## config.mk

```make
export PLATFORM = sky130hd
export DESIGN_NAME = idea_block_cipher_flat
export DESIGN_NICKNAME = d
export VERILOG_FILES = /design/src/hdl/idea_pkg.sv /design/src/hdl/idea_if.sv /design/src/hdl/idea_block_cipher.sv /design/src/flat_wrapper.sv
export SDC_FILE = /design/constraint.sdc
export NUM_CORES = 2
export LEC_CHECK = 0
export BUFFER_PORTS_ARGS = -buffer_cell sky130_fd_sc_hd__buf_2
export CORE_MARGIN = 2
export CORE_UTILIZATION = 35
export CTS_BUF_LIST = sky130_fd_sc_hd__clkbuf_16
export DETAILED_ROUTE_END_ITERATION = 7
export GPL_TIMING_DRIVEN = 1
export SKIP_CTS_REPAIR_TIMING = 1
export SLEW_MARGIN = 30
export SYNTH_ARGS = -nofsm -noshare
export SYNTH_HDL_FRONTEND = slang
export SYNTH_SLANG_ARGS = --single-unit
```

## constraint.sdc

```tcl
create_clock -name clk -period 11.1 [get_ports clk]
set_input_delay 1.11 -clock clk [delete_from_list [all_inputs] [get_ports clk]]
set_output_delay 1.11 -clock clk [all_outputs]
set_load 0.05 [all_outputs]
```

## src/hdl/idea_pkg.sv

```systemverilog
// Package for the IDEA block cipher: widths, sequencer states and register indexes.
// Used by the channel interfaces and by idea_block_cipher.
`timescale 1ns / 1ps
`default_nettype none
package idea_pkg;
    localparam int WORD_W      = 16;
    localparam int BLOCK_W     = 64;
    localparam int REG_IDX_W   = 1;
    localparam int ROUND_COUNT_DEFAULT = 8;
    localparam int SUBKEY_DEPTH = 52;
    localparam int SK_IDX_W    = 6;

    localparam logic [REG_IDX_W-1:0] REG_KEY_HIGH = 1'b0;
    localparam logic [REG_IDX_W-1:0] REG_KEY_LOW  = 1'b1;

    localparam logic CMD_ENCRYPT = 1'b0;
    localparam logic CMD_DECRYPT = 1'b1;

    typedef enum logic [3:0] {
        ST_KEYLOAD,
        ST_DEC_FETCH,
        ST_DEC_SORT,
        ST_INV_MUL,
        ST_INV_STORE,
        ST_IDLE,
        ST_MUL,
        ST_MIX,
        ST_DONE
    } idea_state_t;
endpackage
`default_nettype wire

```

## src/hdl/idea_if.sv

```systemverilog
// Valid/ready channels carrying the key writes, the cipher command and block, and the result block.
// Depends on idea_pkg.
`timescale 1ns / 1ps
`default_nettype none
interface idea_in_if;
    import idea_pkg::*;
    logic               valid;
    logic               ready;
    logic               cmd;
    logic [BLOCK_W-1:0] data_block;
    modport source (output valid, output cmd, output data_block, input ready);
    modport sink   (input valid, input cmd, input data_block, output ready);
endinterface

interface idea_out_if;
    import idea_pkg::*;
    logic               valid;
    logic               ready;
    logic [BLOCK_W-1:0] result_block;
    modport source (output valid, output result_block, input ready);
    modport sink   (input valid, input result_block, output ready);
endinterface

interface idea_cfg_if;
    import idea_pkg::*;
    logic                 valid;
    logic                 ready;
    logic [REG_IDX_W-1:0] index;
    logic [BLOCK_W-1:0]   data;
    modport source (output valid, output index, output data, input ready);
    modport sink   (input valid, input index, input data, output ready);
endinterface
`default_nettype wire

```

## src/hdl/idea_block_cipher.sv

```systemverilog
// IDEA block cipher top level with a single shared modulo 65537 multiplier.
// Each block passes through the rounds in turn: six subkey slots and one mix step per round,
// then four output slots and one result step before the result is valid.
// One block is processed at a time; the input is not ready while a block is in progress.
// Reset and every key write rerun the key schedule: the encryption subkeys are loaded, then each
// decryption subkey is derived by inversion, negation or copy; no data is taken until then.
`timescale 1ns / 1ps
`default_nettype none
module idea_block_cipher
#(
    parameter int ROUND_COUNT = idea_pkg::ROUND_COUNT_DEFAULT
)
(
    input  wire logic clk,
    input  wire logic rst_n,
    idea_cfg_if.sink  cfg,
    idea_in_if.sink   in_ch,
    idea_out_if.source out_ch
);
    import idea_pkg::*;

    localparam int NKEYS = 6 * ROUND_COUNT + 4;

    idea_state_t state_reg, state_next;

    logic [BLOCK_W-1:0]   key_high_reg, key_low_reg;
    logic [2*BLOCK_W-1:0] krot_reg, krot_next;     // key rotated by 25 bits per group of 8
    logic [WORD_W-1:0]    enc_mem [SUBKEY_DEPTH];
    logic [WORD_W-1:0]    dec_mem [SUBKEY_DEPTH];

    logic [SK_IDX_W-1:0] idx_reg, idx_next;     // subkey index
    logic [4:0]          bit_reg, bit_next;     // exponent bit counter
    logic                phase_reg, phase_next; // square or multiply within a bit
    logic [3:0]          drnd_reg, drnd_next;   // decryption schedule round
    logic [2:0]          dslot_reg, dslot_next; // decryption schedule slot
    logic [WORD_W-1:0]   acc_reg, acc_next;
    logic [WORD_W-1:0]   base_reg, base_next;
    logic                cmd_reg, cmd_next;
    logic [WORD_W-1:0]   x0_reg, x1_reg, x2_reg, x3_reg;
    logic [WORD_W-1:0]   x0_next, x1_next, x2_next, x3_next;
    logic [WORD_W-1:0]   b_reg, b_next;
    logic [2:0]          step_reg, step_next;   // subkey slot within a round
    logic [3:0]          rnd_reg, rnd_next;
    logic [BLOCK_W-1:0]  res_reg, res_next;
    logic                ovalid_reg, ovalid_next;

    // Subkey memory ports.
    logic                enc_we, dec_we;
    logic [WORD_W-1:0]   enc_wdata, dec_wdata;
    logic [SK_IDX_W-1:0] rd_addr;
    logic [WORD_W-1:0]   enc_q, dec_q, key_rd;

    // Source of the encryption subkey for the current decryption slot.
    logic [SK_IDX_W-1:0] dsrc_base, dsrc_s, dsrc_addr;
    logic                dsrc_edge;

    // Shared multiplier.
    logic [WORD_W-1:0] mul_a, mul_b, mul_y;
    logic [2*WORD_W-1:0] mul_q;
    logic [WORD_W-1:0] mul_lo, mul_hi;

    always_comb
    begin
        mul_q  = mul_a * mul_b;
        mul_lo = mul_q[WORD_W-1:0];
        mul_hi = mul_q[2*WORD_W-1:WORD_W];
        if (mul_a == '0)
            mul_y = WORD_W'(17'd1 - {1'b0, mul_b});
        else if (mul_b == '0)
            mul_y = WORD_W'(17'd1 - {1'b0, mul_a});
        else
            mul_y = mul_lo - mul_hi + ((mul_lo < mul_hi) ? 16'd1 : 16'd0);
    end

    always_ff @(posedge clk)
    begin
        if (enc_we)
            enc_mem[idx_reg] <= enc_wdata;
        if (dec_we)
            dec_mem[idx_reg] <= dec_wdata;
        enc_q <= enc_mem[rd_addr];
        dec_q <= dec_mem[rd_addr];
    end

    assign key_rd = (cmd_reg == CMD_DECRYPT) ? dec_q : enc_q;

    always_comb
    begin
        dsrc_base = SK_IDX_W'(ROUND_COUNT) - SK_IDX_W'(drnd_reg);
        dsrc_s    = (dsrc_base << 2) + (dsrc_base << 1);
        dsrc_edge = (drnd_reg == '0) || (drnd_reg == 4'(ROUND_COUNT));
        case (dslot_reg)
            3'd0: dsrc_addr = dsrc_s;
            3'd1: dsrc_addr = dsrc_edge ? dsrc_s + 6'd1 : dsrc_s + 6'd2;
            3'd2: dsrc_addr = dsrc_edge ? dsrc_s + 6'd2 : dsrc_s + 6'd1;
            3'd3: dsrc_addr = dsrc_s + 6'd3;
            3'd4: dsrc_addr = dsrc_s - 6'd2;
            default: dsrc_addr = dsrc_s - 6'd1;
        endcase
    end

    always_comb
    begin
        logic dec_step;
        state_next = state_reg;
        idx_next = idx_reg; bit_next = bit_reg; phase_next = phase_reg;
        drnd_next = drnd_reg; dslot_next = dslot_reg; krot_next = krot_reg;
        acc_next = acc_reg; base_next = base_reg; cmd_next = cmd_reg;
        x0_next = x0_reg; x1_next = x1_reg; x2_next = x2_reg; x3_next = x3_reg;
        b_next = b_reg; step_next = step_reg; rnd_next = rnd_reg;
        res_next = res_reg; ovalid_next = ovalid_reg;
        enc_we = 1'b0; dec_we = 1'b0;
        enc_wdata = '0; dec_wdata = '0;
        dec_step = 1'b0;
        mul_a = acc_reg; mul_b = base_reg;

        if (out_ch.valid && out_ch.ready)
            ovalid_next = 1'b0;

        case (state_reg)
            ST_KEYLOAD:
            begin
                enc_we = 1'b1;
                case (idx_reg[2:0])
                    3'd0: enc_wdata = krot_reg[127:112];
                    3'd1: enc_wdata = krot_reg[111:96];
                    3'd2: enc_wdata = krot_reg[95:80];
                    3'd3: enc_wdata = krot_reg[79:64];
                    3'd4: enc_wdata = krot_reg[63:48];
                    3'd5: enc_wdata = krot_reg[47:32];
                    3'd6: enc_wdata = krot_reg[31:16];
                    default: enc_wdata = krot_reg[15:0];
                endcase
                if (idx_reg[2:0] == 3'd7)
                    krot_next = {krot_reg[102:0], krot_reg[127:103]};
                idx_next = idx_reg + 6'd1;
                if (idx_reg == 6'(SUBKEY_DEPTH - 1))
                begin
                    idx_next = '0;
                    drnd_next = '0;
                    dslot_next = '0;
                    state_next = ST_DEC_FETCH;
                end
            end
            ST_DEC_FETCH:
            begin
                state_next = ST_DEC_SORT;
            end
            ST_DEC_SORT:
            begin
                if (dslot_reg == 3'd0 || dslot_reg == 3'd3)
                begin
                    acc_next = 16'd1;
                    base_next = enc_q;
                    bit_next = '0;
                    phase_next = 1'b0;
                    state_next = ST_INV_MUL;
                end
                else
                begin
                    dec_we = 1'b1;
                    dec_wdata = (dslot_reg == 3'd1 || dslot_reg == 3'd2) ? 16'(-enc_q) : enc_q;
                    dec_step = 1'b1;
                end
            end
            ST_INV_MUL:
            begin
                // Square-and-multiply over the 16 set bits of 65535.
                if (!phase_reg)
                begin
                    mul_a = acc_reg; mul_b = base_reg;
                    acc_next = mul_y;
                    phase_next = 1'b1;
                end
                else
                begin
                    mul_a = base_reg; mul_b = base_reg;
                    base_next = mul_y;
                    phase_next = 1'b0;
                    bit_next = bit_reg + 5'd1;
                    if (bit_reg == 5'd15)
                        state_next = ST_INV_STORE;
                end
            end
            ST_INV_STORE:
            begin
                dec_we = 1'b1;
                dec_wdata = acc_reg;
                dec_step = 1'b1;
            end
            ST_IDLE:
            begin
                if (in_ch.valid && in_ch.ready)
                begin
                    cmd_next = in_ch.cmd;
                    x0_next = in_ch.data_block[63:48];
                    x1_next = in_ch.data_block[47:32];
                    x2_next = in_ch.data_block[31:16];
                    x3_next = in_ch.data_block[15:0];
                    idx_next = '0; step_next = '0; rnd_next = '0;
                    state_next = ST_MUL;
                end
            end
            ST_MUL:
            begin
                // One subkey per cycle in index order; the key read is issued a cycle ahead.
                mul_a = key_rd;
                case (step_reg)
                    3'd0: mul_b = x0_reg;
                    3'd1: mul_b = x3_reg;
                    3'd2: mul_b = x0_reg ^ x2_reg;
                    default: mul_b = b_reg + (x1_reg ^ x3_reg);
                endcase
                case (step_reg)
                    3'd0:
                    begin
                        x0_next = mul_y;
                        idx_next = idx_reg + 6'd1;
                        step_next = 3'd4;
                    end
                    3'd4:
                    begin
                        // In the output step the sum goes to b, since x1 is still needed.
                        if (rnd_reg == 4'(ROUND_COUNT))
                            b_next = x2_reg + key_rd;
                        else
                            x1_next = x1_reg + key_rd;
                        idx_next = idx_reg + 6'd1;
                        step_next = 3'd5;
                    end
                    3'd5:
                    begin
                        if (rnd_reg == 4'(ROUND_COUNT))
                            x2_next = x1_reg + key_rd;
                        else
                            x2_next = x2_reg + key_rd;
                        idx_next = idx_reg + 6'd1;
                        step_next = 3'd1;
                    end
                    3'd1:
                    begin
                        x3_next = mul_y;
                        if (rnd_reg == 4'(ROUND_COUNT))
                        begin
                            idx_next = '0;
                            state_next = ST_DONE;
                        end
                        else
                        begin
                            idx_next = idx_reg + 6'd1;
                            step_next = 3'd2;
                        end
                    end
                    3'd2:
                    begin
                        b_next = mul_y;
                        idx_next = idx_reg + 6'd1;
                        step_next = 3'd3;
                    end
                    default:
                    begin
                        acc_next = mul_y;
                        idx_next = idx_reg + 6'd1;
                        state_next = ST_MIX;
                    end
                endcase
            end
            ST_MIX:
            begin
                x0_next = x0_reg ^ acc_reg;
                x3_next = x3_reg ^ (b_reg + acc_reg);
                x1_next = x2_reg ^ acc_reg;
                x2_next = (b_reg + acc_reg) ^ x1_reg;
                b_next = '0;
                rnd_next = rnd_reg + 4'd1;
                step_next = '0;
                state_next = ST_MUL;
            end
            ST_DONE:
            begin
                if (!ovalid_reg)
                begin
                    res_next = {x0_reg, b_reg, x2_reg, x3_reg};
                    ovalid_next = 1'b1;
                    state_next = ST_IDLE;
                end
            end
            default: state_next = ST_IDLE;
        endcase

        if (dec_step)
        begin
            idx_next = idx_reg + 6'd1;
            if (dslot_reg == 3'd5)
            begin
                dslot_next = '0;
                drnd_next = drnd_reg + 4'd1;
            end
            else
                dslot_next = dslot_reg + 3'd1;
            state_next = (idx_reg == 6'(NKEYS - 1)) ? ST_IDLE : ST_DEC_FETCH;
        end

        rd_addr = (state_reg == ST_DEC_FETCH) ? dsrc_addr : idx_next;
    end

    // Key-port writes restart the schedule; the user must write them only while idle, as the block does not enforce it.
    always_ff @(posedge clk or negedge rst_n)
    begin
        if (!rst_n)
        begin
            state_reg <= ST_KEYLOAD;
            idx_reg <= '0;
            ovalid_reg <= 1'b0;
            key_high_reg <= '0;
            key_low_reg <= '0;
            krot_reg <= '0;
            bit_reg <= '0;
            phase_reg <= 1'b0;
            drnd_reg <= '0;
            dslot_reg <= '0;
            step_reg <= '0;
            rnd_reg <= '0;
        end
        else
        begin
            state_reg <= state_next;
            idx_reg <= idx_next;
            ovalid_reg <= ovalid_next;
            krot_reg <= krot_next;
            bit_reg <= bit_next;
            phase_reg <= phase_next;
            drnd_reg <= drnd_next;
            dslot_reg <= dslot_next;
            step_reg <= step_next;
            rnd_reg <= rnd_next;
            if (cfg.valid && cfg.ready)
            begin
                if (cfg.index == REG_KEY_HIGH)
                begin
                    key_high_reg <= cfg.data;
                    krot_reg <= {cfg.data, key_low_reg};
                end
                else
                begin
                    key_low_reg <= cfg.data;
                    krot_reg <= {key_high_reg, cfg.data};
                end
                state_reg <= ST_KEYLOAD;
                idx_reg <= '0;
            end
        end
    end

    always_ff @(posedge clk)
    begin
        acc_reg <= acc_next; base_reg <= base_next; cmd_reg <= cmd_next;
        x0_reg <= x0_next; x1_reg <= x1_next; x2_reg <= x2_next; x3_reg <= x3_next;
        b_reg <= b_next;
        res_reg <= res_next;
    end

    assign cfg.ready = 1'b1;
    assign in_ch.ready = (state_reg == ST_IDLE);
    assign out_ch.valid = ovalid_reg;
    assign out_ch.result_block = res_reg;

`ifndef ASSERT_OFF
    a_no_accept_busy: assert property (@(posedge clk) disable iff (!rst_n)
        (state_reg != ST_IDLE) |-> !in_ch.ready)
        else $error("input taken while busy");
    a_done_to_idle: assert property (@(posedge clk) disable iff (!rst_n)
        (state_reg == ST_DONE && !ovalid_reg) |=> ovalid_reg)
        else $error("result not presented");
    a_round_bound: assert property (@(posedge clk) disable iff (!rst_n)
        (state_reg == ST_MIX) |-> (rnd_reg < 4'(ROUND_COUNT)))
        else $error("round counter overrun");
`endif
endmodule
`default_nettype wire
```

## src/flat_wrapper.sv

```systemverilog
// flat-port wrapper written by rule: the top's interface ports become plain ports
module idea_block_cipher_flat import idea_pkg::*;
#(
    parameter int ROUND_COUNT = idea_pkg::ROUND_COUNT_DEFAULT
)
  (clk, rst_n, cfg_valid, cfg_index, cfg_data, cfg_ready, in_ch_valid, in_ch_cmd, in_ch_data_block, in_ch_ready, out_ch_valid, out_ch_result_block, out_ch_ready);
  idea_cfg_if cfg_i ();
  idea_in_if in_ch_i ();
  idea_out_if out_ch_i ();
  input  wire logic clk;
  input  wire logic rst_n;
  input wire logic [$bits(cfg_i.valid)-1:0] cfg_valid;
  input wire logic [$bits(cfg_i.index)-1:0] cfg_index;
  input wire logic [$bits(cfg_i.data)-1:0] cfg_data;
  output wire logic [$bits(cfg_i.ready)-1:0] cfg_ready;
  input wire logic [$bits(in_ch_i.valid)-1:0] in_ch_valid;
  input wire logic [$bits(in_ch_i.cmd)-1:0] in_ch_cmd;
  input wire logic [$bits(in_ch_i.data_block)-1:0] in_ch_data_block;
  output wire logic [$bits(in_ch_i.ready)-1:0] in_ch_ready;
  output wire logic [$bits(out_ch_i.valid)-1:0] out_ch_valid;
  output wire logic [$bits(out_ch_i.result_block)-1:0] out_ch_result_block;
  input wire logic [$bits(out_ch_i.ready)-1:0] out_ch_ready;
  assign cfg_i.valid = cfg_valid;
  assign cfg_i.index = cfg_index;
  assign cfg_i.data = cfg_data;
  assign cfg_ready = cfg_i.ready;
  assign in_ch_i.valid = in_ch_valid;
  assign in_ch_i.cmd = in_ch_cmd;
  assign in_ch_i.data_block = in_ch_data_block;
  assign in_ch_ready = in_ch_i.ready;
  assign out_ch_valid = out_ch_i.valid;
  assign out_ch_result_block = out_ch_i.result_block;
  assign out_ch_i.ready = out_ch_ready;
  idea_block_cipher #(.ROUND_COUNT(ROUND_COUNT)) u_core (.clk(clk), .rst_n(rst_n), .cfg(cfg_i), .in_ch(in_ch_i), .out_ch(out_ch_i));
endmodule
```

==> out/qor.csv <==
metric,value,unit
status,"finished, violations left",
failing checks,negative setup slack,
"critical path fanouts, max",5,
Horiz. Die Dim,542,um
worst setup margin,-0.836,ns
DR vias,63900,
PD cells,160,mW/mm^2
top cell type by total area after synthesis,edfxtp_1,
CP required,11.74,ns
Achievable Freq,83.8,MHz
Layout area overhead,18.1,%
1st-pass router iterations,6,
number of buffers inserted by port buffering,200,
Routed Antenna Nets,0,
crit path max-delay cell type,fa_2,
DIE AREA,0.294,mm^2
syn_nets,7373,
clock sinks,2160,
Synth area leaders,"edfxtp_1 54%, mux4_2 9.2%, dfrtp_1 7.1%",
Clock Skew,0.117,ns
Worst Setup End Kind,flip-flop,
dpl cells,11100,
First DRT Iteration DRCs,7373,
worst skew pair latency,0.92,ns
final cell count without fillers,11600,
initial core utilization,0.352,
GRT Util Overall,0.202,
gr busiest metal,met2,
Post-Syn Instances,6815,
CTS Buf Count,227,
final worst-path cycle share,1.08,
Post-Syn Area,0.101,mm^2
worst slew pin tran,1.03,ns
# Max-Cap Violations,0,
mean post-synth cell area,14.9,um^2
min cycle time layout,11.94,ns
Fin Hold WS,0.220,ns
Synth cell types,102,
crit path launch type,flip-flop,
initial antenna violation count,33,
TNS Setup,-24.99,ns
pre-CTS setup slack,-1.34,ns
Yosys warnings,0,
Die H,542,um
first-pass GRT wire length,441000,um
drt total wl,303000,um
number of hold violations in the final report,0,
GR Util met1,0.294,
dpl hpwl,204000,um
"Async S/R FF share, synth",0.133,
RSZ-0062 raised after global routing,true,
largest net degree at the start of global routing,257,
Synth top area share,0.545,
CP max stage delay,0.60,ns
routability cong.,0.949,
CTS H-tree depth,4,
M3 GR Usage,0.0337,
Setup CP Type,flip-flop to flip-flop,
Min-Delay Path Class,input port to asynchronous set/reset pin,
final slew viol count,0,
number of synthesized flops with an enable pin,1841,
total power,19200,uW
relative slew slack,0.313,
CTS tree,yes,
grt total ovfl,0,
final setup fails,66,
register area share after synthesis,0.622,
drt wl/cell,26.2,um
Yosys reg bits,2160,
vias in the first global route,63400,
clk buf depth,4,
leakage,0.0425,uW
cell mode on critical path,fa_2,
share of layout cells above drive strength 1,0.263,
Rows,197,
met2 global-route usage,0.311,
DRC viols,0,
predominant post-synthesis flop cell,edfxtp_1,
# IOs,202,
"CTS clk-pin slew, worst paths",0.06,ns
vias per cell,5.52,
Core Footprint,0.288,mm^2
worst vdd ir,0.154,mV
CTS root buf,clkbuf_16,
WP data arrival,12.58,ns
Final #Nets,8148,
stage by stage:
step / utilization / area (um^2)
after floorplan: - / 102000
after global placement: 0.388 / 112000
after detailed placement: 0.388 / 112000
after CTS: 0.414 / 119000
after global routing: 0.416 / 120000
final: 0.416 / 120000
power by group:
group	switching [uW]	total, uW	leakage (uW)	internal, uW
Combinational	1460	2260	0.0195	802
Clock	3250	7500	0.00365	4250
Sequential	145	9390	0.0194	9240
Total	4860	19200	0.0425	14300
critical path, delay by kind of cell, from the launching register on:
kind | cells | cell delay (ns)
flops | 1 | 0.42
xor+xnor | 3 | 0.45
fa+ha+maj | 13 | 5.10
compound gates | 21 | 4.04
simple gates | 4 | 0.55
mux | 1 | 0.28
buf+inv | 7 | 0.84
cell families after synthesis:
group | synth area share
DFF | 0.622
adders and majority gates | 0.0675
buffers and inverters | 0.0278
AOI/OAI and AO/OA | 0.0780
muxes | 0.125
xor gates and xnor gates | 0.0196
and+or+nand+nor | 0.0603
other | 0.0000370
Yosys cell counts, types with 109 or more instances:
library cell and instances:
a21oi_1 139, o21ai_0 376, xor2_1 116, nand2_1 627, mux2_2 159, edfxtp_1 1841, mux4_2 416, nand3_1 127
nor2_1 388, a22oi_1 248, fa_1 207, inv_1 296, clkbuf_1 250, dfrtp_1 287, ha_1 216, xnor2_1 109
mux2i_1 148
routing by layer:
metal / part of all wire / wire, um
met1: 0.44 / 132000
met2: 0.45 / 137000
met3: 0.083 / 25100
met4: 0.032 / 9580
met5: 0.00013 / 38
worst paths after layout:
path / slack, ns / cells after the start / start / end
setup reg to reg: -0.84 / 49 / u_core.x1_reg[0] / u_core.x3_reg[14]
setup / recovery: -0.84 / 49 / u_core.x1_reg[0] / u_core.x3_reg[14]
hold / removal: 0.22 / 1 / rst_n / u_core.key_high_reg[13]
hold reg to reg: 0.50 / 2 / u_core.krot_reg[5] / u_core.krot_reg[5]
max in group asynchronous: 9.50 / 2 / rst_n / u_core.step_reg[2]
min in group clk: 0.50 / 2 / cfg_data[51] / u_core.key_high_reg[51]
placed cells by master (no fill, tap or decap), types with 26 or more instances in the layout:
cell          n
o21ai_1      48
xnor2_1     103
o21ai_0     351
a21oi_1     120
clkbuf_16   228
ha_1        206
edfxtp_1   1841
nand2_1     623
clkinv_1     54
a22oi_1     247
dfxtp_1      32
mux2_2      159
a222oi_1     40
xor2_1      115
mux2i_1     146
nor3_1       44
o211a_1      35
nor2_1      371
a31oi_1      54
dfrtp_1     286
clkinv_2     49
mux4_2      416
nand2b_1     31
buf_2       197
a21o_1       37
buf_12       26
nand3_1     122
buf_4       709
inv_1       319
fa_1        198
final cells by class:
type	instances	area, um^2
Antenna cell	6	15.0
Clock buffer	228	5710
Clock inverter	187	1550
Fill cell	25900	168000
Inverter	298	1120
Multi-Input combinational cell	3959	36600
Sequential cell	2160	63100
Tap cell	3781	4730
Timing Repair Buffer	944	7000
(Power assumes the default switching activity.)
